`config.mk`:
```
export PLATFORM = sky130hd
export DESIGN_NAME = power_sequencer_with_timeouts
export DESIGN_NICKNAME = d
export VERILOG_FILES = /design/src/hw/rtl/pwrseq_pkg.sv /design/src/hw/rtl/pwrseq_fsm.sv /design/src/hw/rtl/power_sequencer_with_timeouts.sv
export SDC_FILE = /design/constraint.sdc
export NUM_CORES = 1
export LEC_CHECK = 0
export ABC_AREA = 1
export BUFFER_PORTS_ARGS = -buffer_cell sky130_fd_sc_hd__clkbuf_2
export CAP_MARGIN = 20
export CORE_AREA = 2 2 151 153
export DETAILED_ROUTE_END_ITERATION = 12
export DIE_AREA = 0 0 153 155
export HOLD_SLACK_MARGIN = 0.1
export SLEW_MARGIN = 10
export SYNTH_ARGS = -nofsm -noshare
export SYNTH_HDL_FRONTEND = slang
export SYNTH_HIERARCHICAL = 1
export SYNTH_SLANG_ARGS = --single-unit
export TNS_END_PERCENT = 20
```
`constraint.sdc`:
```
create_clock -name clk -period 2.64 [get_ports clk]
set_input_delay 0.528 -clock clk [delete_from_list [all_inputs] [get_ports clk]]
set_output_delay 0.528 -clock clk [all_outputs]
set_load 0.03 [all_outputs]
```
`src/hw/rtl/pwrseq_pkg.sv`:
```
`timescale 1ns / 1ps
// ----------------------------------------------------------------------------
// pwrseq_pkg
// Types and codes shared by the power sequencer modules.
// ----------------------------------------------------------------------------
package pwrseq_pkg;

  typedef enum logic [2:0] {
    SYS_OFF       = 3'd0,
    SYS_STARTING  = 3'd1,
    SYS_START_ERR = 3'd2,
    SYS_STARTED   = 3'd3,
    SYS_SHUTTING  = 3'd4,
    SYS_FORCED    = 3'd6
  } sys_state_t;

  typedef enum logic [2:0] {
    HOST_OFF      = 3'd0,
    HOST_BOOTING  = 3'd1,
    HOST_BOOT_ERR = 3'd2,
    HOST_BOOTED   = 3'd3,
    HOST_SHUTTING = 3'd4
  } host_state_t;

  typedef enum logic [1:0] {
    BTN_PRESSED  = 2'd0,
    BTN_RELEASED = 2'd1,
    BTN_IDLE     = 2'd2
  } btn_latch_t;

  typedef enum logic [1:0] {
    LED_RED    = 2'd0,
    LED_BLUE   = 2'd1,
    LED_ORANGE = 2'd2,
    LED_GREEN  = 2'd3
  } led_t;

  // button edge codes
  localparam logic [1:0] BEV_PRESS   = 2'd1;
  localparam logic [1:0] BEV_RELEASE = 2'd2;
  // host line edge codes
  localparam logic [1:0] HEV_BOOTED   = 2'd1;
  localparam logic [1:0] HEV_SHUTDOWN = 2'd2;

  // configuration register indexes
  localparam logic [1:0] CFG_BOOT_TIMEOUT     = 2'd0;
  localparam logic [1:0] CFG_SHUTDOWN_TIMEOUT = 2'd1;
  localparam logic [1:0] CFG_HOLD_TIMEOUT     = 2'd2;
  localparam logic [1:0] CFG_RESET_PULSE_LEN  = 2'd3;

  localparam logic [15:0] BOOT_TIMEOUT_RST     = 16'd5000;
  localparam logic [15:0] SHUTDOWN_TIMEOUT_RST = 16'd5000;
  localparam logic [15:0] HOLD_TIMEOUT_RST     = 16'd3000;
  localparam logic [6:0]  RESET_PULSE_LEN_RST  = 7'd100;

  typedef struct packed {
    logic [15:0] boot_timeout;
    logic [15:0] shutdown_timeout;
    logic [15:0] hold_timeout;
    logic [6:0]  reset_pulse_len;
  } cfg_t;

  typedef struct packed {
    logic [1:0] button_event;
    logic [1:0] boot_event;
    logic       reset_button;
  } tick_t;

  typedef struct packed {
    logic        relay_on;
    led_t        led_color;
    logic        reset_out;
    sys_state_t  system_state;
    host_state_t host_state;
  } result_t;

endpackage

```
`src/hw/rtl/pwrseq_fsm.sv`:
```
`timescale 1ns / 1ps
// ----------------------------------------------------------------------------
// pwrseq_fsm
// Sequencer state, elapsed counters and reset pulse; one tick per advance.
// ----------------------------------------------------------------------------
module pwrseq_fsm #(
  parameter int TIMER_WIDTH = 16
) (
  input  logic              clk,
  input  logic              rst,
  input  logic              advance,
  input  pwrseq_pkg::tick_t tick,
  input  pwrseq_pkg::cfg_t  cfg,
  output pwrseq_pkg::result_t result
);
  import pwrseq_pkg::*;

  localparam int CMP_W = (TIMER_WIDTH > 16) ? TIMER_WIDTH : 16;

  sys_state_t  system_state, system_state_next;
  host_state_t host_state, host_state_next;
  btn_latch_t  button_latch, button_latch_next;
  logic        relay_reg, relay_next;
  led_t        led_reg, led_next;
  logic [TIMER_WIDTH-1:0] boot_elapsed, boot_elapsed_next;
  logic [TIMER_WIDTH-1:0] shutdown_elapsed, shutdown_elapsed_next;
  logic [TIMER_WIDTH-1:0] hold_elapsed, hold_elapsed_next;
  logic [6:0]  reset_pulse_left, reset_pulse_left_next;

  btn_latch_t  latch_ev;
  host_state_t host_ev;
  logic [TIMER_WIDTH-1:0] boot_inc, shutdown_inc, hold_inc;
  logic [6:0]  pulse_dec;
  logic        boot_expired, shutdown_expired, hold_expired;

  // apply this tick's edge events before the sequencer runs
  always_comb begin
    latch_ev = button_latch;
    if (tick.button_event == BEV_PRESS) latch_ev = BTN_PRESSED;
    else if (tick.button_event == BEV_RELEASE) latch_ev = BTN_RELEASED;
    host_ev = host_state;
    if (tick.boot_event == HEV_BOOTED) host_ev = HOST_BOOTED;
    else if (tick.boot_event == HEV_SHUTDOWN) host_ev = HOST_SHUTTING;
  end

  assign boot_inc     = (&boot_elapsed) ? boot_elapsed : boot_elapsed + TIMER_WIDTH'(1);
  assign shutdown_inc = (&shutdown_elapsed) ? shutdown_elapsed
                                            : shutdown_elapsed + TIMER_WIDTH'(1);
  assign hold_inc     = (&hold_elapsed) ? hold_elapsed : hold_elapsed + TIMER_WIDTH'(1);
  assign pulse_dec    = (reset_pulse_left != 7'd0) ? reset_pulse_left - 7'd1
                                                   : reset_pulse_left;

  assign boot_expired     = CMP_W'(boot_inc) >= CMP_W'(cfg.boot_timeout);
  assign shutdown_expired = CMP_W'(shutdown_inc) >= CMP_W'(cfg.shutdown_timeout);
  assign hold_expired     = CMP_W'(hold_inc) >= CMP_W'(cfg.hold_timeout);

  // next state
  always_comb begin
    system_state_next     = system_state;
    host_state_next       = host_ev;
    button_latch_next     = latch_ev;
    boot_elapsed_next     = boot_inc;
    shutdown_elapsed_next = shutdown_inc;
    hold_elapsed_next     = hold_inc;
    reset_pulse_left_next = pulse_dec;
    case (system_state)
      SYS_OFF: begin
        if (latch_ev == BTN_PRESSED) begin
          button_latch_next = BTN_IDLE;
          host_state_next   = HOST_OFF;
          system_state_next = SYS_STARTING;
        end
      end
      SYS_STARTING: begin
        case (host_ev)
          HOST_OFF: begin
            host_state_next   = HOST_BOOTING;
            boot_elapsed_next = '0;
          end
          HOST_BOOTING:  if (boot_expired) host_state_next = HOST_BOOT_ERR;
          HOST_BOOT_ERR: system_state_next = SYS_START_ERR;
          HOST_BOOTED:   system_state_next = SYS_STARTED;
          default: ;
        endcase
      end
      SYS_START_ERR: begin
        if (latch_ev == BTN_PRESSED) begin
          button_latch_next = BTN_IDLE;
          system_state_next = SYS_OFF;
        end
        if (host_ev == HOST_BOOTED) system_state_next = SYS_STARTED;
      end
      SYS_STARTED: begin
        if (tick.reset_button && pulse_dec == 7'd0)
          reset_pulse_left_next = cfg.reset_pulse_len;
        if (host_ev == HOST_SHUTTING) begin
          shutdown_elapsed_next = '0;
          system_state_next     = SYS_SHUTTING;
        end
        // a press overrides a shutdown seen in the same tick
        if (latch_ev == BTN_PRESSED) begin
          button_latch_next = BTN_IDLE;
          hold_elapsed_next = '0;
          system_state_next = SYS_FORCED;
        end
      end
      SYS_SHUTTING: begin
        if (host_ev == HOST_SHUTTING) begin
          if (shutdown_expired) host_state_next = HOST_OFF;
        end else if (host_ev == HOST_OFF) begin
          system_state_next = SYS_OFF;
        end
      end
      SYS_FORCED: begin
        if (latch_ev == BTN_IDLE) begin
          if (hold_expired) begin
            system_state_next = SYS_OFF;
            host_state_next   = HOST_OFF;
          end
        end else if (latch_ev == BTN_RELEASED) begin
          system_state_next = SYS_STARTED;
        end
      end
      default: ;
    endcase
  end

  // relay and indicator follow the state the tick starts in
  always_comb begin
    relay_next = relay_reg;
    led_next   = led_reg;
    case (system_state)
      SYS_OFF: begin
        relay_next = 1'b0;
        led_next   = LED_RED;
      end
      SYS_STARTING: begin
        relay_next = 1'b1;
        led_next   = LED_BLUE;
      end
      SYS_START_ERR: led_next = LED_ORANGE;
      SYS_STARTED:   led_next = LED_GREEN;
      SYS_SHUTTING:  led_next = LED_BLUE;
      default: ;
    endcase
  end

  always_ff @(posedge clk) begin
    if (rst) begin
      system_state     <= SYS_OFF;
      host_state       <= HOST_OFF;
      button_latch     <= BTN_IDLE;
      relay_reg        <= 1'b0;
      led_reg          <= LED_RED;
      boot_elapsed     <= '0;
      shutdown_elapsed <= '0;
      hold_elapsed     <= '0;
      reset_pulse_left <= 7'd0;
    end else if (advance) begin
      system_state     <= system_state_next;
      host_state       <= host_state_next;
      button_latch     <= button_latch_next;
      relay_reg        <= relay_next;
      led_reg          <= led_next;
      boot_elapsed     <= boot_elapsed_next;
      shutdown_elapsed <= shutdown_elapsed_next;
      hold_elapsed     <= hold_elapsed_next;
      reset_pulse_left <= reset_pulse_left_next;
    end
  end

  always_comb begin
    result.relay_on     = relay_next;
    result.led_color    = led_next;
    result.reset_out    = (reset_pulse_left_next != 7'd0);
    result.system_state = system_state_next;
    result.host_state   = host_state_next;
  end

endmodule

```
`src/hw/rtl/power_sequencer_with_timeouts.sv`:
```
`timescale 1ns / 1ps
// ----------------------------------------------------------------------------
// power_sequencer_with_timeouts
// Tick-driven power sequencer with boot, shutdown and hold timeouts.
// ----------------------------------------------------------------------------
//  channel | handshake            | payload
//  --------+----------------------+---------------------------------------------
//  in      | in_valid / in_ready  | button_event, boot_event, reset_button
//  out     | out_valid / out_ready| relay_on, led_color, reset_out,
//          |                      | system_state_out, host_state_out
//  cfg     | cfg_valid / cfg_ready| cfg_index, cfg_data
//
// One item per cycle while the output is not stalled; an accepted item is held in the
// input register, and the result register is loaded when the item advances.
// The step is one pass of the sequencer logic in pwrseq_fsm.
// Reset clears the sequencer and loads default timeouts; cfg_ready is always high.
// A stalled output holds the pipeline; in_ready drops only when both stages are
// full and out_ready is low.
// ----------------------------------------------------------------------------
module power_sequencer_with_timeouts #(
  parameter int TIMER_WIDTH = 16
) (
  input  logic        clk,
  input  logic        rst,
  input  logic        in_valid,
  output logic        in_ready,
  input  logic [1:0]  button_event,
  input  logic [1:0]  boot_event,
  input  logic        reset_button,
  output logic        out_valid,
  input  logic        out_ready,
  output logic        relay_on,
  output logic [1:0]  led_color,
  output logic        reset_out,
  output logic [2:0]  system_state_out,
  output logic [2:0]  host_state_out,
  input  logic        cfg_valid,
  output logic        cfg_ready,
  input  logic [1:0]  cfg_index,
  input  logic [15:0] cfg_data
);
  import pwrseq_pkg::*;

  cfg_t    cfg;
  tick_t   tick;
  logic    tick_valid;
  logic    advance;
  result_t result;
  result_t out_reg;

  assign cfg_ready = 1'b1;

  always_ff @(posedge clk) begin
    if (rst) begin
      cfg.boot_timeout     <= BOOT_TIMEOUT_RST;
      cfg.shutdown_timeout <= SHUTDOWN_TIMEOUT_RST;
      cfg.hold_timeout     <= HOLD_TIMEOUT_RST;
      cfg.reset_pulse_len  <= RESET_PULSE_LEN_RST;
    end else if (cfg_valid) begin
      case (cfg_index)
        CFG_BOOT_TIMEOUT:     cfg.boot_timeout     <= cfg_data;
        CFG_SHUTDOWN_TIMEOUT: cfg.shutdown_timeout <= cfg_data;
        CFG_HOLD_TIMEOUT:     cfg.hold_timeout     <= cfg_data;
        CFG_RESET_PULSE_LEN:  cfg.reset_pulse_len  <= cfg_data[6:0];
        default: ;
      endcase
    end
  end

  // advance the held item into the result register when it is free
  assign advance  = tick_valid && (!out_valid || out_ready);
  assign in_ready = !tick_valid || advance;

  always_ff @(posedge clk) begin
    if (rst) begin
      tick_valid <= 1'b0;
    end else if (in_ready) begin
      tick_valid <= in_valid;
    end
  end

  always_ff @(posedge clk) begin
    if (in_valid && in_ready) begin
      tick.button_event <= button_event;
      tick.boot_event   <= boot_event;
      tick.reset_button <= reset_button;
    end
  end

  pwrseq_fsm #(
    .TIMER_WIDTH(TIMER_WIDTH)
  ) u_fsm (
    .clk     (clk),
    .rst     (rst),
    .advance (advance),
    .tick    (tick),
    .cfg     (cfg),
    .result  (result)
  );

  always_ff @(posedge clk) begin
    if (rst) begin
      out_valid <= 1'b0;
    end else if (advance) begin
      out_valid <= 1'b1;
    end else if (out_ready) begin
      out_valid <= 1'b0;
    end
  end

  always_ff @(posedge clk) begin
    if (advance) out_reg <= result;
  end

  assign relay_on         = out_reg.relay_on;
  assign led_color        = out_reg.led_color;
  assign reset_out        = out_reg.reset_out;
  assign system_state_out = out_reg.system_state;
  assign host_state_out   = out_reg.host_state;

  a_in_stall: assert property (@(posedge clk) disable iff (rst)
    !in_ready |-> tick_valid && out_valid && !out_ready)
    else $error("input stalled with a free stage");

  a_hold_result: assert property (@(posedge clk) disable iff (rst)
    tick_valid && out_valid && !out_ready |=> tick_valid && out_valid)
    else $error("item lost while output stalled");

  a_starting_blue: assert property (@(posedge clk) disable iff (rst)
    advance && result.system_state == SYS_STARTING && result.host_state == HOST_BOOTING
    |-> result.relay_on && result.led_color == LED_BLUE)
    else $error("booting without relay and blue indicator");

endmodule

```
Yosys cells after proc, flatten, opt, wreduce, memory -nomap -nowiden
Cells that the tools add are included.
{"block": "classes", "n_lt_le_gt_ge": 3, "n_mux": 42, "n_addsub": 4, "n_reduce_logical": 24, "n_eq_ne": 18}
{"op": "$mux W16", "count": 9}
{"op": "$mux W3", "count": 18}
{"op": "$add A16 B1 Y16 const B", "count": 3}
{"op": "$ge A16 B16 Y1", "count": 3}
{"op": "$reduce_and A16 Y1", "count": 3}
{"op": "$mux W7", "count": 3}
{"op": "$pmux W3 S6", "count": 1}
{"op": "$reduce_bool A7 Y1", "count": 2}
{"op": "$eq A3 B2 Y1 const B", "count": 4}
{"op": "$pmux W3 S2", "count": 2}
{"op": "$pmux W3 S4", "count": 1}
{"op": "$eq A2 B2 Y1 const B", "count": 5}
{"op": "$eq A3 B3 Y1 const B", "count": 3}
{"op": "$eq A2 B1 Y1 const B", "count": 4}
{"op": "$mux W2", "count": 4}
{"op": "$pmux W2 S4", "count": 1}
{"op": "$reduce_and A2 Y1", "count": 4}
{"op": "$logic_not A7 Y1", "count": 1}
{"op": "$sub A7 B1 Y7 const B", "count": 1}
{"op": "$eq A3 B1 Y1 const B", "count": 2}
{"op": "$logic_not A3 Y1", "count": 2}
{"op": "$logic_not A2 Y1", "count": 2}
{"op": "$logic_and A1 B1 Y1", "count": 3}
{"op": "$reduce_or A3 Y1", "count": 1}
{"op": "6 further kinds", "count": 9}
{"block": "totals", "wordCells": 114, "out_inout_bits": 13, "regBits": 138, "in_bits": 28}

Longest topological paths before layout
{"block": "depth", "ltp_word": 7, "depth_mapped": 26, "depth_no_buf": 26}

By module
The synthesis kept the hierarchy.
{"module": "pwrseq_fsm", "area_per_inst_um2": 5711.7, "cells_each": 902, "n_inst": 1, "seq_area_each_um2": 1321.3}
{"module": "power_sequencer_with_timeouts", "area_per_inst_um2": 2733.9, "cells_each": 349, "n_inst": 1, "seq_area_each_um2": 1591.5}

Least setup slack after synthesis
No wires, ideal clock.
{"block": "synth_path", "kind": "register to register", "startpoint": "register u_fsm.hold_elapsed[0]", "endpoint": "register out_reg, in the netlist system_state_out[1], data pin", "slack_ns": 0.004, "period_less_slack_ns": 2.636, "t_required_ns": 2.381, "n_path_buf": 0, "setup_ns": 0.259, "path_stages_with_launch": 20, "arrival_time_ns": 2.377, "path_cell_list": "dfxtp_1 ha_1 nand3_2 nor2_4 nand4_2 nor2_4 nor2_1 xor2_1 ha_1 nand2_1 inv_1 nand3_1 nor2_1 nand3_1 nand3_1 nand2_1 nand2_1 nand2_1 o21ai_0 inv_1"}
{"element": "start, declared", "line_no": "pwrseq_fsm.sv:27", "source": "logic [TIMER_WIDTH-1:0] hold_elapsed, hold_elapsed_next;"}
{"element": "start signal, assigned", "line_no": "pwrseq_fsm.sv:167", "source": "hold_elapsed <= hold_elapsed_next;"}
{"element": "end signal, assigned", "line_no": "power_sequencer_with_timeouts.sv:112", "source": "if (advance) out_reg <= result;"}
{"element": "end, declared", "line_no": "power_sequencer_with_timeouts.sv:49", "source": "result_t out_reg;"}

==> impl_metrics.toml <==
[status]
violations = "setup timing"
status = "complete, but fails checks"

[clock_tree]
clock_path_buffers = 2
cts_buffers = 17
hold_buffers = 0
root_buffer = "clkbuf_16"
worstSkewPairLatency_ps = 420
cts.clk_slew.worst_paths_ps = 60
cts.sinks = 138
cts_tree = "done"
htree_levels = 4

[placed_design]
place.gp.congestion = 0.855
dp_hpwl_mm = 15.6
io_buffers = 39

[critical_path]
cp-end-kind = "flop"
cp.required_ps = 2810
crit_arrival_ps = 2930
cp_max_fo = 4
start_kind = "flop"
crit_type = "reg -> reg"

[die]
start_util = 0.380
die_x_um = 153
num_rows = 55
core_mm2 = 0.0222
io_pins = 41
dieArea_mm2 = 0.0237
die_h_um = 155

[synthesis]
synth_nets = 1332
ys_types = 50
synth_seq_area_share = 0.345
ys_ff_latch = 138
avgSynthCellArea_um2 = 6.75
synthesis.area_mm2 = 0.00845
yosysWarningCount = 6
syn_inst = 1251

[detailed_routing]
drt-initial-drc-count = 458
first_pass_iters = 5
ant_nets = 0
drcViolationCount = 0
post_drt_wl_per_cell_um = 13.1
vias_per_cell = 4.77
wl_mm = 21.8
vias = 7928

[global_route]
grt_pass1_wl_mm = 36.6
grt_pass1_vias = 7486
gr-total-overflow = 0
antenna_found_initial = 1
grtUsageTotal = 0.188
grt_max_degree = 67

[timing]
fmax_mhz = 363
hold_violations = 0
setup_viol = 12
setup_slack_ps = -117
fin_skew_ps = 9.26
hold_slack_ps = 281
tightest_slew_ps = 896
rsz0062_at_grt = "yes"
fin_crit_sh = 1.04
timing.slew.headroom = 0.402
slew_violations = 0
period_minus_slack_ps = 2760

[hold_path]
worstHoldPathType = "in -> reg"

[job]
max_cap_violations = 0

[pwr]
power_density_mw_per_mm2 = 538
leakage_nw = 5.27
ir_drop_mv = 0.488
power.total_w = 0.00561

[final_layout]
seq_area_mm2 = 0.00293
synthToLayoutAreaGrowth_pct = 23.4
multiInputGateArea_mm2 = 0.00484
largest_register = "cfg"
final_net_count = 1444
fillers = 2262
largest_register_ffs = 55
drive_gt1_frac = 0.191
-- area by class of cell --
| class | count | area share |
|---|---|---|
| clock buffer | 19 | 0.0415 |
| sequential | 138 | 0.281 |
| tap | 285 | 0.0342 |
| multi-input combinational | 878 | 0.464 |
| inverter | 195 | 0.0702 |
| timing repair buffer | 133 | 0.0895 |
| antenna | 2 | 0.000480 |
| clock inverter | 13 | 0.0192 |
-- synth_stat cells, drive strengths merged --
master     n  area, µm²
nand3b     5       37.5
a31oi      4       40.0
o21a       1       7.51
nor2     142        609
a21boi     1       7.51
dfxtp    123       2460
xnor2     11       96.3
o21ai     27        150
nor3      16       90.1
nand4     12       81.3
xor2      19        181
edfxtp    15        450
a21o       2       15.0
conb       1       3.75
o21bai     2       15.0
or2        1       6.26
a211oi     1       7.51
o211ai     1       7.51
a21oi    107        566
buf       21        128
a22oi      7       52.6
inv      195        732
and2       2       12.5
a2bb2oi    1       8.76
clkbuf    19       72.6
ha        53        663
nor4       7       65.1
nand2    370       1420
nand3     85        455
-- per-stage QoR --
step,util,TNS [ps],instance area [µm²],setup WS (ps),cells
2_1_floorplan,-,0,8450,4.50,1251
3_3_place_gp,0.428,-1690,9520,-285,1627
3_5_place_dp,0.428,-2220,9520,-266,1627
4_1_cts,0.463,-920,10300,-98.1,1660
5_1_grt,0.469,-3430,10400,-329,1662
6_report,0.469,-707,10400,-117,1663
-- where the power goes --
group | total, W | internal, W | switching, W
clock | 0.00261 | 0.00167 | 0.000938
combinational | 0.000733 | 0.000236 | 0.000496
sequential | 0.00227 | 0.00221 | 0.0000528
-- path summary, 6_finish.rpt --
kind / slack [ps] / cells after the start / end / start
worst max-delay path: -120 / 13 / host_state_out[0] / u_fsm/boot_elapsed[0]
worst min-delay path: 280 / 1 / tick[3] / button_event[0]
worst max register to register: -120 / 13 / host_state_out[0] / u_fsm/boot_elapsed[0]
worst min register to register: 460 / 2 / cfg[42] / cfg[42]
-- critical path, cell delays in order (launching register included) --
cell and delay [ps]:
dfxtp_2 350, buf_4 130, nand3_1 140, nor4_1 470
nand2_4 90, xor2_2 160, ha_1 300, nand4_1 120
nor3_2 180, nand3_1 120, nand3_2 140, nand2_1 60
a21oi_1 160, nand2_1 70
-- cell usage in the layout, fill, tap and decap left out, drive strengths merged, types with 3 or more instances in the layout --
| cell | Yosys | final |
|---|---|---|
| nand2 | 370 | 370 |
| inv | 195 | 195 |
| nor2 | 142 | 142 |
| dfxtp | 123 | 123 |
| a21oi | 107 | 107 |
| buf | 21 | 94 |
| nand3 | 85 | 85 |
| clkbuf | 19 | 58 |
| ha | 53 | 53 |
| o21ai | 27 | 27 |
| xor2 | 19 | 19 |
| nor3 | 16 | 16 |
| edfxtp | 15 | 15 |
| nand4 | 12 | 12 |
| xnor2 | 11 | 11 |
| a22oi | 7 | 7 |
| nor4 | 7 | 7 |
| bufinv | 0 | 5 |
| nand3b | 5 | 5 |
| clkinv | 0 | 5 |
| a31oi | 4 | 4 |
| clkinvlp | 0 | 3 |
-- timing repair --
| item | 4_1_cts | 5_1_grt |
|---|---|---|
| setup endpoints to repair | 12 | 12 |
| resized for setup | 35 | 25 |
| setup buffers | 1 | 1 |
| pin swaps | 15 | 9 |
-- cell families after synthesis --
| group | share of synthesized area |
|---|---|
| simple gates | 0.329 |
| buf+inv | 0.110 |
| compound gates | 0.104 |
| flops | 0.345 |
| fa+ha+maj | 0.0785 |
| xor+xnor | 0.0329 |
| other cells | 0.000444 |
-- routing by layer --
layer / wire [µm] / global-route usage
met4: 368 / 0.0569
met1: 10400 / 0.249
met2: 10200 / 0.313
met3: 854 / 0.0368
met5: 0 / 0
Note: power is estimated with default switching activity, not from simulation.
